**config.mk**
```make
export PLATFORM = sky130hd
export DESIGN_NAME = fpa_back
export DESIGN_NICKNAME = d
export VERILOG_FILES = /design/src/hdl/fpa_pkg.sv /design/src/hdl/fpa_back.sv
export SDC_FILE = /design/constraint.sdc
export NUM_CORES = 1
export LEC_CHECK = 0
export BUFFER_PORTS_ARGS = -buffer_cell sky130_fd_sc_hd__clkbuf_2
export CORE_ASPECT_RATIO = 0.7
export CORE_MARGIN = 5
export CORE_UTILIZATION = 30
export CTS_CLUSTER_SIZE = 25
export DETAILED_ROUTE_END_ITERATION = 6
export PLACE_DENSITY_LB_ADDON = 0.08
export SLEW_MARGIN = 20
export SYNTH_ARGS = -nofsm -noshare
export SYNTH_HDL_FRONTEND = slang
export SYNTH_SLANG_ARGS = --single-unit
```
**constraint.sdc**
```tcl
create_clock -name clk -period 7.8 [get_ports clk]
set_clock_uncertainty 0.1 [all_clocks]
set_input_delay 0.78 -clock clk [delete_from_list [all_inputs] [get_ports clk]]
set_output_delay 0.78 -clock clk [all_outputs]
set_load 0.02 [all_outputs]
```
**src/hdl/fpa_pkg.sv**
```systemverilog
`timescale 1ns / 1ps
// fpa_pkg: shared types, function codes and saturation helpers for the fixed-point alu
// depends on nothing; used by every other file under hdl
package fpa_pkg;

    localparam int FRACTION_BITS_DEF = 8;

    localparam logic [3:0] FN_ADD      = 4'd0;
    localparam logic [3:0] FN_SUB      = 4'd1;
    localparam logic [3:0] FN_MUL      = 4'd2;
    localparam logic [3:0] FN_DIV      = 4'd3;
    localparam logic [3:0] FN_GT       = 4'd4;
    localparam logic [3:0] FN_LT       = 4'd5;
    localparam logic [3:0] FN_GE       = 4'd6;
    localparam logic [3:0] FN_LE       = 4'd7;
    localparam logic [3:0] FN_EQ       = 4'd8;
    localparam logic [3:0] FN_NE       = 4'd9;
    localparam logic [3:0] FN_INC      = 4'd10;
    localparam logic [3:0] FN_DEC      = 4'd11;
    localparam logic [3:0] FN_MIN      = 4'd12;
    localparam logic [3:0] FN_MAX      = 4'd13;
    localparam logic [3:0] FN_FROM_INT = 4'd14;
    localparam logic [3:0] FN_TO_INT   = 4'd15;

    localparam logic [31:0] S32_MAX = 32'h7fff_ffff;
    localparam logic [31:0] S32_MIN = 32'h8000_0000;

    typedef struct packed {
        logic [3:0]         func;
        logic signed [31:0] operand_a;
        logic signed [31:0] operand_b;
    } in_item_t;

    typedef struct packed {
        logic signed [31:0] result_value;
        logic               compare_true;
        logic               divide_by_zero;
        logic               overflow;
    } out_item_t;

    // per-item info that rides alongside the multiplier and divider
    typedef struct packed {
        logic [3:0]  func;
        logic        neg;
        logic [31:0] res;
        logic        cmp;
        logic        ovf;
    } side_t;

    typedef struct packed {
        logic [31:0] value;
        logic        ovf;
    } sat_t;

    function automatic sat_t sat_s64(input logic signed [63:0] v);
        sat_t s;
        s.ovf   = 1'b0;
        s.value = v[31:0];
        if (v > 64'sd2147483647) begin
            s.ovf   = 1'b1;
            s.value = S32_MAX;
        end else if (v < -64'sd2147483648) begin
            s.ovf   = 1'b1;
            s.value = S32_MIN;
        end
        return s;
    endfunction

    // sign and magnitude back to a saturated two's complement word
    function automatic sat_t sat_mag(input logic neg, input logic [63:0] mag);
        sat_t        s;
        logic [63:0] tmp;
        tmp     = 64'd0 - mag;
        s.ovf   = 1'b0;
        s.value = mag[31:0];
        if (neg) begin
            if (mag > 64'h0000_0000_8000_0000) begin
                s.ovf   = 1'b1;
                s.value = S32_MIN;
            end else begin
                s.value = tmp[31:0];
            end
        end else if (mag > 64'h0000_0000_7fff_ffff) begin
            s.ovf   = 1'b1;
            s.value = S32_MAX;
        end
        return s;
    endfunction

endpackage

```
**src/hdl/fpa_back.sv**
```systemverilog
`timescale 1ns / 1ps
// fpa_back: rounding of product and quotient, then saturation and the output register
// depends on fpa_pkg
module fpa_back #(
    parameter int FRACTION_BITS = fpa_pkg::FRACTION_BITS_DEF,
    localparam int QW = 32 + FRACTION_BITS
) (
    input  logic               clk,
    input  logic               rst_n,
    input  logic               in_valid,
    input  fpa_pkg::side_t     in_side,
    input  logic [63:0]        in_prod,
    input  logic [QW-1:0]      in_quot,
    input  logic [31:0]        in_rem,
    input  logic [31:0]        in_dvsr,
    output logic               up_rdy,
    output logic               out_valid,
    output fpa_pkg::out_item_t out_item,
    input  logic               out_stall
);

    localparam logic [63:0] HALF = (64'd1 << FRACTION_BITS) >> 1;

    logic               r_valid_reg;
    fpa_pkg::side_t     r_side_reg;
    logic [63:0]        r_mul_reg;
    logic [63:0]        r_div_reg;
    logic               r_dz_reg;
    logic               out_valid_reg;
    fpa_pkg::out_item_t out_item_reg;

    logic               rdy_out;
    logic               rdy_r;
    logic               rnd;
    fpa_pkg::sat_t      sat;
    fpa_pkg::out_item_t out_item_next;

    assign rdy_out = !out_valid_reg || !out_stall;
    assign rdy_r   = !r_valid_reg || rdy_out;
    assign up_rdy  = rdy_r;

    // round half away from zero on the magnitude: 2r >= d
    assign rnd = {in_rem, 1'b0} >= {1'b0, in_dvsr};

    always_comb
    begin
        sat                          = '0;
        out_item_next.result_value   = r_side_reg.res;
        out_item_next.compare_true   = r_side_reg.cmp;
        out_item_next.divide_by_zero = 1'b0;
        out_item_next.overflow       = r_side_reg.ovf;
        case (r_side_reg.func)
            fpa_pkg::FN_MUL:
            begin
                sat = fpa_pkg::sat_mag(r_side_reg.neg, r_mul_reg);
                out_item_next.result_value = sat.value;
                out_item_next.overflow     = sat.ovf;
            end
            fpa_pkg::FN_DIV:
            begin
                if (r_dz_reg) begin
                    out_item_next.result_value   = 32'd0;
                    out_item_next.divide_by_zero = 1'b1;
                    out_item_next.overflow       = 1'b0;
                end else begin
                    sat = fpa_pkg::sat_mag(r_side_reg.neg, r_div_reg);
                    out_item_next.result_value = sat.value;
                    out_item_next.overflow     = sat.ovf;
                end
            end
            default: out_item_next.result_value = r_side_reg.res;
        endcase
    end

    always_ff @(posedge clk or negedge rst_n)
    begin
        if (!rst_n) begin
            r_valid_reg   <= 1'b0;
            out_valid_reg <= 1'b0;
        end else begin
            if (rdy_r)   r_valid_reg   <= in_valid;
            if (rdy_out) out_valid_reg <= r_valid_reg;
        end
    end

    always_ff @(posedge clk)
    begin
        if (rdy_r && in_valid) begin
            r_side_reg <= in_side;
            r_mul_reg  <= (in_prod + HALF) >> FRACTION_BITS;
            r_div_reg  <= 64'(in_quot) + 64'(rnd);
            r_dz_reg   <= (in_dvsr == 32'd0);
        end
        if (rdy_out && r_valid_reg) begin
            out_item_reg <= out_item_next;
        end
    end

    assign out_valid = out_valid_reg;
    assign out_item  = out_item_reg;

endmodule

```
==> summary.txt <==
Clock tree
  – Clock root cell: clkbuf_16
  – Clock tree buffer depth: 2
  – Reg clk slew, reported paths: 0.07 ns
  – Clk_lat worst skew: about 0.45 ns
  – # hold bufs at CTS: 1
  – Clock buffer count from CTS: 17
  – CTS HTree Levels: 4
  – Setup repair bufs after CTS: 0
  – CTS sink cnt: between 150 and 200
  – Post-CTS Resized: 0
  – CTS tree: yes

Yosys
  – Top area cells in the synthesized netlist: edfxtp_1 (49%), xnor2_1 (6.7%), ha_1 (4.4%), xor2_1 (3.5%), nand2_1 (3.2%)
  – Sequential share of the synthesized area: approximately 49%
  – Async SR Flop Fraction: under 10%
  – YS warnings: 0
  – Count leader, synth: edfxtp_1
  – Synth top area share: 48.5%
  – Syn avg cell area: 10.4 sq um
  – Post-synth top cells: edfxtp_1 (172), nand2_1 (91), xnor2_1 (81)
  – Main synth FF type: edfxtp_1
  – Cell accounting for the most synthesized area: edfxtp_1
  – Post-synth EDFFs: about 170
  – Post-Syn Area: roughly 0.011 sq mm
  – Mapped Cells: approximately 1,000
  – Synth Register Bits: 174
  – Mapped Nets: about 1,300
  – Synth cell types: 65

Setup path
  – CP max stage cell: nor2_1
  – Reg2reg start: r_div_reg[1]$_DFFE_PP_
  – Crit path launch: in_dvsr[20]
  – Crit path cell chain: clkbuf_2 -> inv_1 -> ha_1 -> nand4_1 -> or4_1 -> o31a_1 -> o221ai_1 -> ha_1 -> and3_1 -> and3_1 -> nand3_1 -> nor2_1 -> and3_1 -> xor2_1
  – Worst Path Class, Setup: in -> reg
  – CP Data Required Time: ~7.9 ns
  – Crit end category: register
  – Worst setup SP type: input port
  – Critical Path Stages: 14
  – CP most frequent cell: and3_1
  – Worst path top cell family by delay: simple AND/OR/NAND/NOR gates
  – WP data arrival: 4.47 ns
  – Max incr delay on CP: 0.60 ns
  – FF-to-FF path depth: 8
  – CP Buf/Inv Count: 2
  – Worst-path fanout max: 10

Global routing
  – Global route overflow: 0
  – Global-route wire length before repair: between 50,000 and 60,000 um
  – Initial antenna violation count: 0
  – Largest net degree at the start of global routing: 74
  – Vias in the first global route: about 8,500
  – Total GRT Usage: around 17%

Timing
  – Final Critical Period: about 4.4 ns
  – Fin. max-slew vios: 0
  – Hold Slack: 0.327 ns
  – RSZ-0062 raised after global routing: no
  – Final Hold Fails: 0
  – Fmax: 0.229 GHz
  – Sum of negative setup slack: 0 ns
  – Fin crit share: between 50% and 60%
  – Final setup fails: 0
  – Worst rel slew slack: between 30% and 40%
  – Worst-Margin Slew: ~0.9 ns

Placement
  – Placed insts: ~1,700
  – GPL Wtd Cong: around 0.83
  – Port Buf Inserts: 240
  – Placed Instance Area: roughly 0.012 sq mm
  – Final HPWL from detailed placement: approximately 26,000 um

Die
  – Core area: roughly 0.035 sq mm
  – Chip width: around 240 um
  – Ports: between 200 and 250
  – Die Area: a little under 0.04 sq mm
  – Row cnt: 57
  – Initial Util: between 30% and 40%
  – Die Ht: roughly 170 um

Finish
  – Core Util, Final: 37.2%
  – Share of layout cells above drive strength 1: a little under a quarter
  – Area delta synth->final: 22.0%
  – Fin nets: approximately 1,500
  – Final Cell Area: ~0.013 sq mm
  – ANT cells: 0
  – Largest register FFs: between 50 and 60
  – Non-filler instance count after layout: ~1,700

Power and ir drop
  – Pwr dens: around 180 mW/mm^2
  – Leakage: a little over 5 nW
  – Max VDD drop: 0.000144 V

Route
  – DR iter-0 viols: 649
  – Final ANT Viol Nets: 0
  – Via count: about 8,900
  – Vias per cell: between 5 and 6
  – Drt total wl: 33,500 um
  – WL/cell: 19.2 um
  – DR pass1 iterations: 5
  – DR DRC count: 0

Job
  – Max-Cap Viols: 0

Worst hold path
  – Hold crit path type: reg -> reg
  – Hold path startpoint: out_item_next[2]$_DFFE_PP_
  – Hold depth: 0

Run status
  – Status: finished, final reports clean
## placed cells by master (no fill, tap or decap), drive strengths merged, types with 10 or more instances in the layout
cell and n:
or3 11, nand3 62, nand2 91, a21oi 32, a221oi 12, clkbuf 257
inv 54, nor3 33, xnor2 81, nand4 43, a31oi 14, xor2 42
nor2 80, edfxtp 172, a221o 23, ha 37, o211ai 22, nor4 36
buf 12, o21ai 10, and3 27
## layout make-up
| type | instances | area (sq um) |
|---|---|---|
| timing repair buffer | 253 | 1300 |
| fill | 3521 | 21900 |
| tap | 472 | 591 |
| sequential | 174 | 5220 |
| inverter | 50 | 188 |
| clock buffer | 17 | 425 |
| multi-input combinational | 757 | 5120 |
| clock inverter | 15 | 138 |
## stage by stage
stage,power (W),setup WS (ns)
global route,0.00240,3.01
finish,0.00229,3.44
detailed placement,0.00149,2.95
floorplan,0.00133,3.00
global placement,0.00148,2.96
CTS,0.00233,3.44
## worst reg2reg max path: stages (launching register included)
cell and delay, ns:
edfxtp_1 0.49, inv_1 0.12, ha_1 0.19, nor3b_1 0.62
nand4b_1 0.48, nor2b_1 0.61, a31oi_1 0.15, mux2_2 0.31
a221o_1 0.33
## metal layers
| metal | track usage, % | share of wire (%) |
|---|---|---|
| met5 | 0 | 0 |
| met4 | 3.17 | 0.76 |
| met3 | 3.65 | 4.7 |
| met2 | 24.8 | 44 |
| met1 | 25.2 | 51 |
## power breakdown
group          internal, W  switching [W]
Clock             0.000443       0.000388
Sequential         0.00111      0.0000522
Combinational     0.000120       0.000181
Total              0.00167       0.000622
## worst paths after layout
| check | end | slack [ns] |
|---|---|---|
| worst max register to register | out_item[29]$_DFFE_PP_ | 4.15 |
| worst min register to register | out_item[2]$_DFFE_PP_ | 0.33 |
| worst min-delay path | out_item[2]$_DFFE_PP_ | 0.33 |
| max in group asynchronous | r_valid_reg$_DFFE_PN0N_ | 6.94 |
| min in group asynchronous | out_valid$_DFFE_PN0P_ | 0.56 |
| worst max-delay path | r_div_reg[38]$_DFFE_PP_ | 3.44 |
## kinds of logic after synthesis
group / synth area share [%]
DFF: 49.0
buffers and inverters: 3.26
xor gates and xnor gates: 10.1
AOI/OAI and AO/OA: 11.6
adders and majority gates: 4.35
muxes: 0.388
and+or+nand+nor: 21.3
No activity file was read; power rests on OpenSTA's default activity.
