--- config.mk ---
export PLATFORM = sky130hd
export DESIGN_NAME = fpa_front
export DESIGN_NICKNAME = d
export VERILOG_FILES = /design/src/hdl/fpa_pkg.sv /design/src/hdl/fpa_front.sv
export SDC_FILE = /design/constraint.sdc
export NUM_CORES = 2
export LEC_CHECK = 0
export BUFFER_PORTS_ARGS = -buffer_cell sky130_fd_sc_hd__buf_2
export CORE_MARGIN = 2
export CORE_UTILIZATION = 50
export CTS_CLUSTER_SIZE = 24
export DETAILED_ROUTE_END_ITERATION = 8
export PLACE_DENSITY = 0.71
export SLEW_MARGIN = 20
export SYNTH_ARGS = -nofsm -noshare
export SYNTH_HDL_FRONTEND = slang
export SYNTH_SLANG_ARGS = --single-unit
--- constraint.sdc ---
create_clock -name clk -period 8.6 [get_ports clk]
set_input_delay 1.29 -clock clk [delete_from_list [all_inputs] [get_ports clk]]
set_output_delay 1.29 -clock clk [all_outputs]
set_load 0.05 [all_outputs]
--- src/hdl/fpa_pkg.sv ---
`timescale 1ns / 1ps
// fpa_pkg: shared types, function codes and saturation helpers for the fixed-point alu
// depends on nothing; used by every other file under hdl
package fpa_pkg;

    localparam int FRACTION_BITS_DEF = 8;

    localparam logic [3:0] FN_ADD      = 4'd0;
    localparam logic [3:0] FN_SUB      = 4'd1;
    localparam logic [3:0] FN_MUL      = 4'd2;
    localparam logic [3:0] FN_DIV      = 4'd3;
    localparam logic [3:0] FN_GT       = 4'd4;
    localparam logic [3:0] FN_LT       = 4'd5;
    localparam logic [3:0] FN_GE       = 4'd6;
    localparam logic [3:0] FN_LE       = 4'd7;
    localparam logic [3:0] FN_EQ       = 4'd8;
    localparam logic [3:0] FN_NE       = 4'd9;
    localparam logic [3:0] FN_INC      = 4'd10;
    localparam logic [3:0] FN_DEC      = 4'd11;
    localparam logic [3:0] FN_MIN      = 4'd12;
    localparam logic [3:0] FN_MAX      = 4'd13;
    localparam logic [3:0] FN_FROM_INT = 4'd14;
    localparam logic [3:0] FN_TO_INT   = 4'd15;

    localparam logic [31:0] S32_MAX = 32'h7fff_ffff;
    localparam logic [31:0] S32_MIN = 32'h8000_0000;

    typedef struct packed {
        logic [3:0]         func;
        logic signed [31:0] operand_a;
        logic signed [31:0] operand_b;
    } in_item_t;

    typedef struct packed {
        logic signed [31:0] result_value;
        logic               compare_true;
        logic               divide_by_zero;
        logic               overflow;
    } out_item_t;

    // per-item info that rides alongside the multiplier and divider
    typedef struct packed {
        logic [3:0]  func;
        logic        neg;
        logic [31:0] res;
        logic        cmp;
        logic        ovf;
    } side_t;

    typedef struct packed {
        logic [31:0] value;
        logic        ovf;
    } sat_t;

    function automatic sat_t sat_s64(input logic signed [63:0] v);
        sat_t s;
        s.ovf   = 1'b0;
        s.value = v[31:0];
        if (v > 64'sd2147483647) begin
            s.ovf   = 1'b1;
            s.value = S32_MAX;
        end else if (v < -64'sd2147483648) begin
            s.ovf   = 1'b1;
            s.value = S32_MIN;
        end
        return s;
    endfunction

    // sign and magnitude back to a saturated two's complement word
    function automatic sat_t sat_mag(input logic neg, input logic [63:0] mag);
        sat_t        s;
        logic [63:0] tmp;
        tmp     = 64'd0 - mag;
        s.ovf   = 1'b0;
        s.value = mag[31:0];
        if (neg) begin
            if (mag > 64'h0000_0000_8000_0000) begin
                s.ovf   = 1'b1;
                s.value = S32_MIN;
            end else begin
                s.value = tmp[31:0];
            end
        end else if (mag > 64'h0000_0000_7fff_ffff) begin
            s.ovf   = 1'b1;
            s.value = S32_MAX;
        end
        return s;
    endfunction

endpackage

--- src/hdl/fpa_front.sv ---
`timescale 1ns / 1ps
// fpa_front: two entry stages; simple operations and magnitudes, then the 32x32 product
// depends on fpa_pkg
module fpa_front #(
    parameter int FRACTION_BITS = fpa_pkg::FRACTION_BITS_DEF
) (
    input  logic              clk,
    input  logic              rst_n,
    input  logic              in_valid,
    input  fpa_pkg::in_item_t in_item,
    output logic              in_stall,
    output logic              out_valid,
    output fpa_pkg::side_t    out_side,
    output logic [63:0]       out_prod,
    output logic [31:0]       out_mag_a,
    output logic [31:0]       out_mag_b,
    input  logic              down_rdy
);

    logic               s1_valid_reg;
    fpa_pkg::side_t     s1_side_reg;
    logic [31:0]        s1_mag_a_reg;
    logic [31:0]        s1_mag_b_reg;
    logic               s2_valid_reg;
    fpa_pkg::side_t     s2_side_reg;
    logic [63:0]        s2_prod_reg;
    logic [31:0]        s2_mag_a_reg;
    logic [31:0]        s2_mag_b_reg;

    logic               rdy1;
    logic               rdy2;
    logic signed [31:0] a;
    logic signed [31:0] b;
    logic [31:0]        mag_a;
    logic [31:0]        mag_b;
    logic [31:0]        m_int;
    fpa_pkg::side_t     side_next;
    fpa_pkg::sat_t      sat;

    assign rdy2     = !s2_valid_reg || down_rdy;
    assign rdy1     = !s1_valid_reg || rdy2;
    assign in_stall = !rdy1;

    assign a     = in_item.operand_a;
    assign b     = in_item.operand_b;
    assign mag_a = a[31] ? 32'd0 - a : a;
    assign mag_b = b[31] ? 32'd0 - b : b;
    assign m_int = mag_a >> FRACTION_BITS;

    always_comb
    begin
        side_next.func = in_item.func;
        side_next.neg  = a[31] ^ b[31];
        side_next.res  = 32'd0;
        side_next.cmp  = 1'b0;
        side_next.ovf  = 1'b0;
        sat            = '0;
        case (in_item.func)
            fpa_pkg::FN_ADD:
            begin
                sat = fpa_pkg::sat_s64(64'(a) + 64'(b));
                side_next.res = sat.value;
                side_next.ovf = sat.ovf;
            end
            fpa_pkg::FN_SUB:
            begin
                sat = fpa_pkg::sat_s64(64'(a) - 64'(b));
                side_next.res = sat.value;
                side_next.ovf = sat.ovf;
            end
            fpa_pkg::FN_INC:
            begin
                sat = fpa_pkg::sat_s64(64'(a) + 64'sd1);
                side_next.res = sat.value;
                side_next.ovf = sat.ovf;
            end
            fpa_pkg::FN_DEC:
            begin
                sat = fpa_pkg::sat_s64(64'(a) - 64'sd1);
                side_next.res = sat.value;
                side_next.ovf = sat.ovf;
            end
            fpa_pkg::FN_GT: side_next.cmp = a > b;
            fpa_pkg::FN_LT: side_next.cmp = a < b;
            fpa_pkg::FN_GE: side_next.cmp = a >= b;
            fpa_pkg::FN_LE: side_next.cmp = a <= b;
            fpa_pkg::FN_EQ: side_next.cmp = a == b;
            fpa_pkg::FN_NE: side_next.cmp = a != b;
            fpa_pkg::FN_MIN: side_next.res = (a < b) ? a : b;
            fpa_pkg::FN_MAX: side_next.res = (a > b) ? a : b;
            fpa_pkg::FN_FROM_INT:
            begin
                sat = fpa_pkg::sat_s64(64'(a) <<< FRACTION_BITS);
                side_next.res = sat.value;
                side_next.ovf = sat.ovf;
            end
            fpa_pkg::FN_TO_INT: side_next.res = a[31] ? 32'd0 - m_int : m_int;
            default: side_next.res = 32'd0;
        endcase
    end

    always_ff @(posedge clk or negedge rst_n)
    begin
        if (!rst_n) begin
            s1_valid_reg <= 1'b0;
            s2_valid_reg <= 1'b0;
        end else begin
            if (rdy1) s1_valid_reg <= in_valid;
            if (rdy2) s2_valid_reg <= s1_valid_reg;
        end
    end

    always_ff @(posedge clk)
    begin
        if (rdy1 && in_valid) begin
            s1_side_reg  <= side_next;
            s1_mag_a_reg <= mag_a;
            s1_mag_b_reg <= mag_b;
        end
        if (rdy2 && s1_valid_reg) begin
            s2_side_reg  <= s1_side_reg;
            s2_prod_reg  <= 64'(s1_mag_a_reg) * 64'(s1_mag_b_reg);
            s2_mag_a_reg <= s1_mag_a_reg;
            s2_mag_b_reg <= s1_mag_b_reg;
        end
    end

    assign out_valid = s2_valid_reg;
    assign out_side  = s2_side_reg;
    assign out_prod  = s2_prod_reg;
    assign out_mag_a = s2_mag_a_reg;
    assign out_mag_b = s2_mag_b_reg;

endmodule

==> results by group <==
Placement
  • Dpl ws: -0.07723 ns
  • HPWL Detailed: 132,200 µm
  • IO buf count: 240
  • GP Congestion: 1.022

Global routing
  • Tot GR Track Use: 0.3114
  • Largest net degree at the start of global routing: 117
  • Initial antenna violation count: 11
  • Number of global-route vias before repair: 43.33k
  • First-pass GRT wire length: 255,800 µm
  • Grt ovf: 0

Routing
  • First-pass DRT Iterations: 8
  • DRT iter0 DRCs: 4,025
  • Antenna viol nets, final: 0
  • DRC errors left: 0
  • Routed wire length: 166,000 µm
  • Post-detailed-route wirelength per cell: 23.03 µm
  • Vias per cell: 5.842
  • DR vias: 42.11k

CTS
  • # clock sinks: 272
  • Num CTS Buffers: 36
  • Max Root-Sink Buffers: 3
  • H-tree Lvls: 2
  • CTS root buffer: clkbuf_16
  • Worst-path clk slew: 0.07 ns
  • CTS tree: done
  • Worst-skew pair later-pin latency: 0.63 ns
  • Hold Buf Count CTS: 0

Synthesis
  • Share of synthesized registers carrying an async set or reset: 0.007353
  • Number of enable flip-flop cells after synthesis: 270
  • Post-synth top flop: edfxtp_1
  • Cell taking the most area after synthesis: fa_1
  • Register bit total from synthesis: 272
  • Count leader, synth: inv_1
  • Synth Cell Area: 52,120 µm²
  • Syn Inst Count: 5,652
  • Synth Area per Inst: 9.222 µm²
  • Most frequent cells after synthesis: 974 x inv_1, 898 x fa_1, 608 x and2_1
  • Sequential area share after synthesis: 0.1565
  • Post-Syn Nets: 6,955
  • Yosys cell types: 88
  • Yosys top cell area share: 0.3449
  • Synth area leaders: fa_1 34%, edfxtp_1 16%, ha_1 8.0%
  • Yosys warns: 0

Setup path
  • Max Fanout on Critical Path: 14
  • Data required, critical path: 8.97 ns
  • Worst setup SP type: register
  • Critical path class: register to register
  • Nature of the critical path endpoint: register
  • Crit Reg-Reg Startpoint: s1_mag_b_reg[22]
  • Crit path from: s1_mag_b_reg[22]
  • Crit path DAT: 8.67 ns

Final layout
  • Layout cell share with drive strength beyond 1: 0.1013
  • Nets: 7,102
  • Flip-flop count of the largest register after layout: 64
  • Area grow syn2layout: 9.175%

Hold path
  • HP Start: s1_side_reg[29]
  • Type of the worst min-delay path: register to register

Floorplanning
  • Initial Utilization: 0.5036
  • Top Ports: 241
  • Die area: 106,800 µm²
  • Chip height: 326.9 µm
  • Die Width: 326.9 µm
  • Floorplan core area: 103,500 µm²
  • Row count: 118

STA
  • Min cycle time layout: 8.295 ns
  • Final period util: 0.9645
  • Max Freq: 0.1206 GHz
  • Setup-failing EPs final: 0
  • Slew headroom: 0.2462
  • PnR worst setup slack: 0.3051 ns
  • Final Skew: 0.03840 ns
  • Final hold vios: 0
  • Worst Tran Pin Value: 1.119 ns
  • Fin. max-slew vios: 0

Run status
  • Status: complete, no violations

Run
  • # Max-Cap Violations: 0
==> logic make-up after synthesis <==
group | Yosys count | synth area share
adder cells (fa/ha/maj) | 1231 | 0.4249
AO/OA/AOI/OAI | 740 | 0.09641
buffers and inverters | 1342 | 0.09679
AND/OR/NAND/NOR | 1782 | 0.1755
XOR/XNOR | 224 | 0.03779
multiplexers | 61 | 0.01210
flip-flops | 272 | 0.1565
==> cells in the final DEF (no fill, tap or decap), types with 29 or more instances in the layout <==
master / netlist / routed
a21oi_1: 173 / 171
fa_1: 898 / 898
o31ai_1: 36 / 36
nand2_1: 604 / 604
nor4_1: 36 / 34
buf_4: 0 / 210
nor3_1: 66 / 65
o21bai_1: 29 / 29
edfxtp_1: 270 / 270
xor2_1: 49 / 49
nor2_1: 187 / 187
buf_2: 6 / 240
ha_1: 333 / 333
a21o_1: 57 / 57
and2_1: 608 / 607
mux2i_1: 54 / 54
nand4_1: 51 / 51
xnor2_1: 174 / 174
and3_1: 33 / 33
inv_1: 974 / 974
o21ai_0: 142 / 142
nand3_1: 61 / 61
clkbuf_16: 0 / 37
==> through the flow <==
stage,util,TNS (ns),cell area [µm²],cells,hold slack [ns]
floorplan,-,0,52120,5652,0.4003
global placement,0.5327,-0.02438,55130,7086,0.4012
detailed placement,0.5328,-0.07723,55140,7086,0.4045
CTS,0.5442,0,56320,7150,0.4114
global route,0.5497,-0.0009850,56890,7205,0.4227
finish,0.5498,0,56900,7208,0.4075
==> path summary, 6_finish.rpt <==
check | end | slack (ns) | depth (start not counted)
setup / recovery | out_prod[62] | 0.31 | 26
hold / removal | out_side[29] | 0.41 | 0
setup reg to reg | out_prod[62] | 0.31 | 26
hold reg to reg | out_side[29] | 0.41 | 0
max in group asynchronous | s1_valid_reg | 8.05 | 1
min in group asynchronous | out_valid | 0.46 | 1
==> routing by layer <==
layer  share of wire  wire length [µm]  vias up  global-route usage
met5         0.00036                59        -                   0
met3           0.098             16320      423             0.06072
li1                -                 -    18360                   -
met1            0.40             66670    21109              0.4251
met2            0.46             75580     2208              0.4908
met4           0.044              7376        8              0.1226
==> critical path, cell delays in order (launching register included) <==
cell,delay [ns]
edfxtp_1,0.64
buf_4,0.34
and2_1,0.20
fa_1,0.47
inv_1,0.05
fa_1,0.47
inv_1,0.05
fa_1,0.49
fa_1,0.57
fa_1,0.44
fa_1,0.47
fa_1,0.55
inv_1,0.07
fa_1,0.47
inv_1,0.04
ha_1,0.34
a21o_1,0.20
a21o_1,0.17
a21oi_1,0.14
o21ai_0,0.20
a221o_1,0.46
o211a_1,0.28
o21a_1,0.27
a221oi_1,0.27
buf_4,0.17
o31ai_1,0.08
xnor2_1,0.13
==> repair_timing <==
| item | in CTS | in global routing |
|---|---|---|
| pin swaps | 0 | 1 |
| cloned | 0 | 0 |
| setup buffers | 0 | 55 |
| setup endpoints to repair | 1 | 11 |
| gates resized for setup | 1 | 10 |
==> layout make-up <==
type | instances | area [µm²]
repair buffers | 472 | 3156
well taps | 1380 | 1727
multi-input cells | 4038 | 39000
fillers | 9147 | 46590
flip-flops and latches | 272 | 8158
clock inverters | 23 | 239.0
inverters | 979 | 3675
diodes | 3 | 7.507
clock buffers | 41 | 940.9
Power is left out: the tool's default activity adds up to more than one toggle a clock period on the data nets, which glitch-free logic cannot reach.
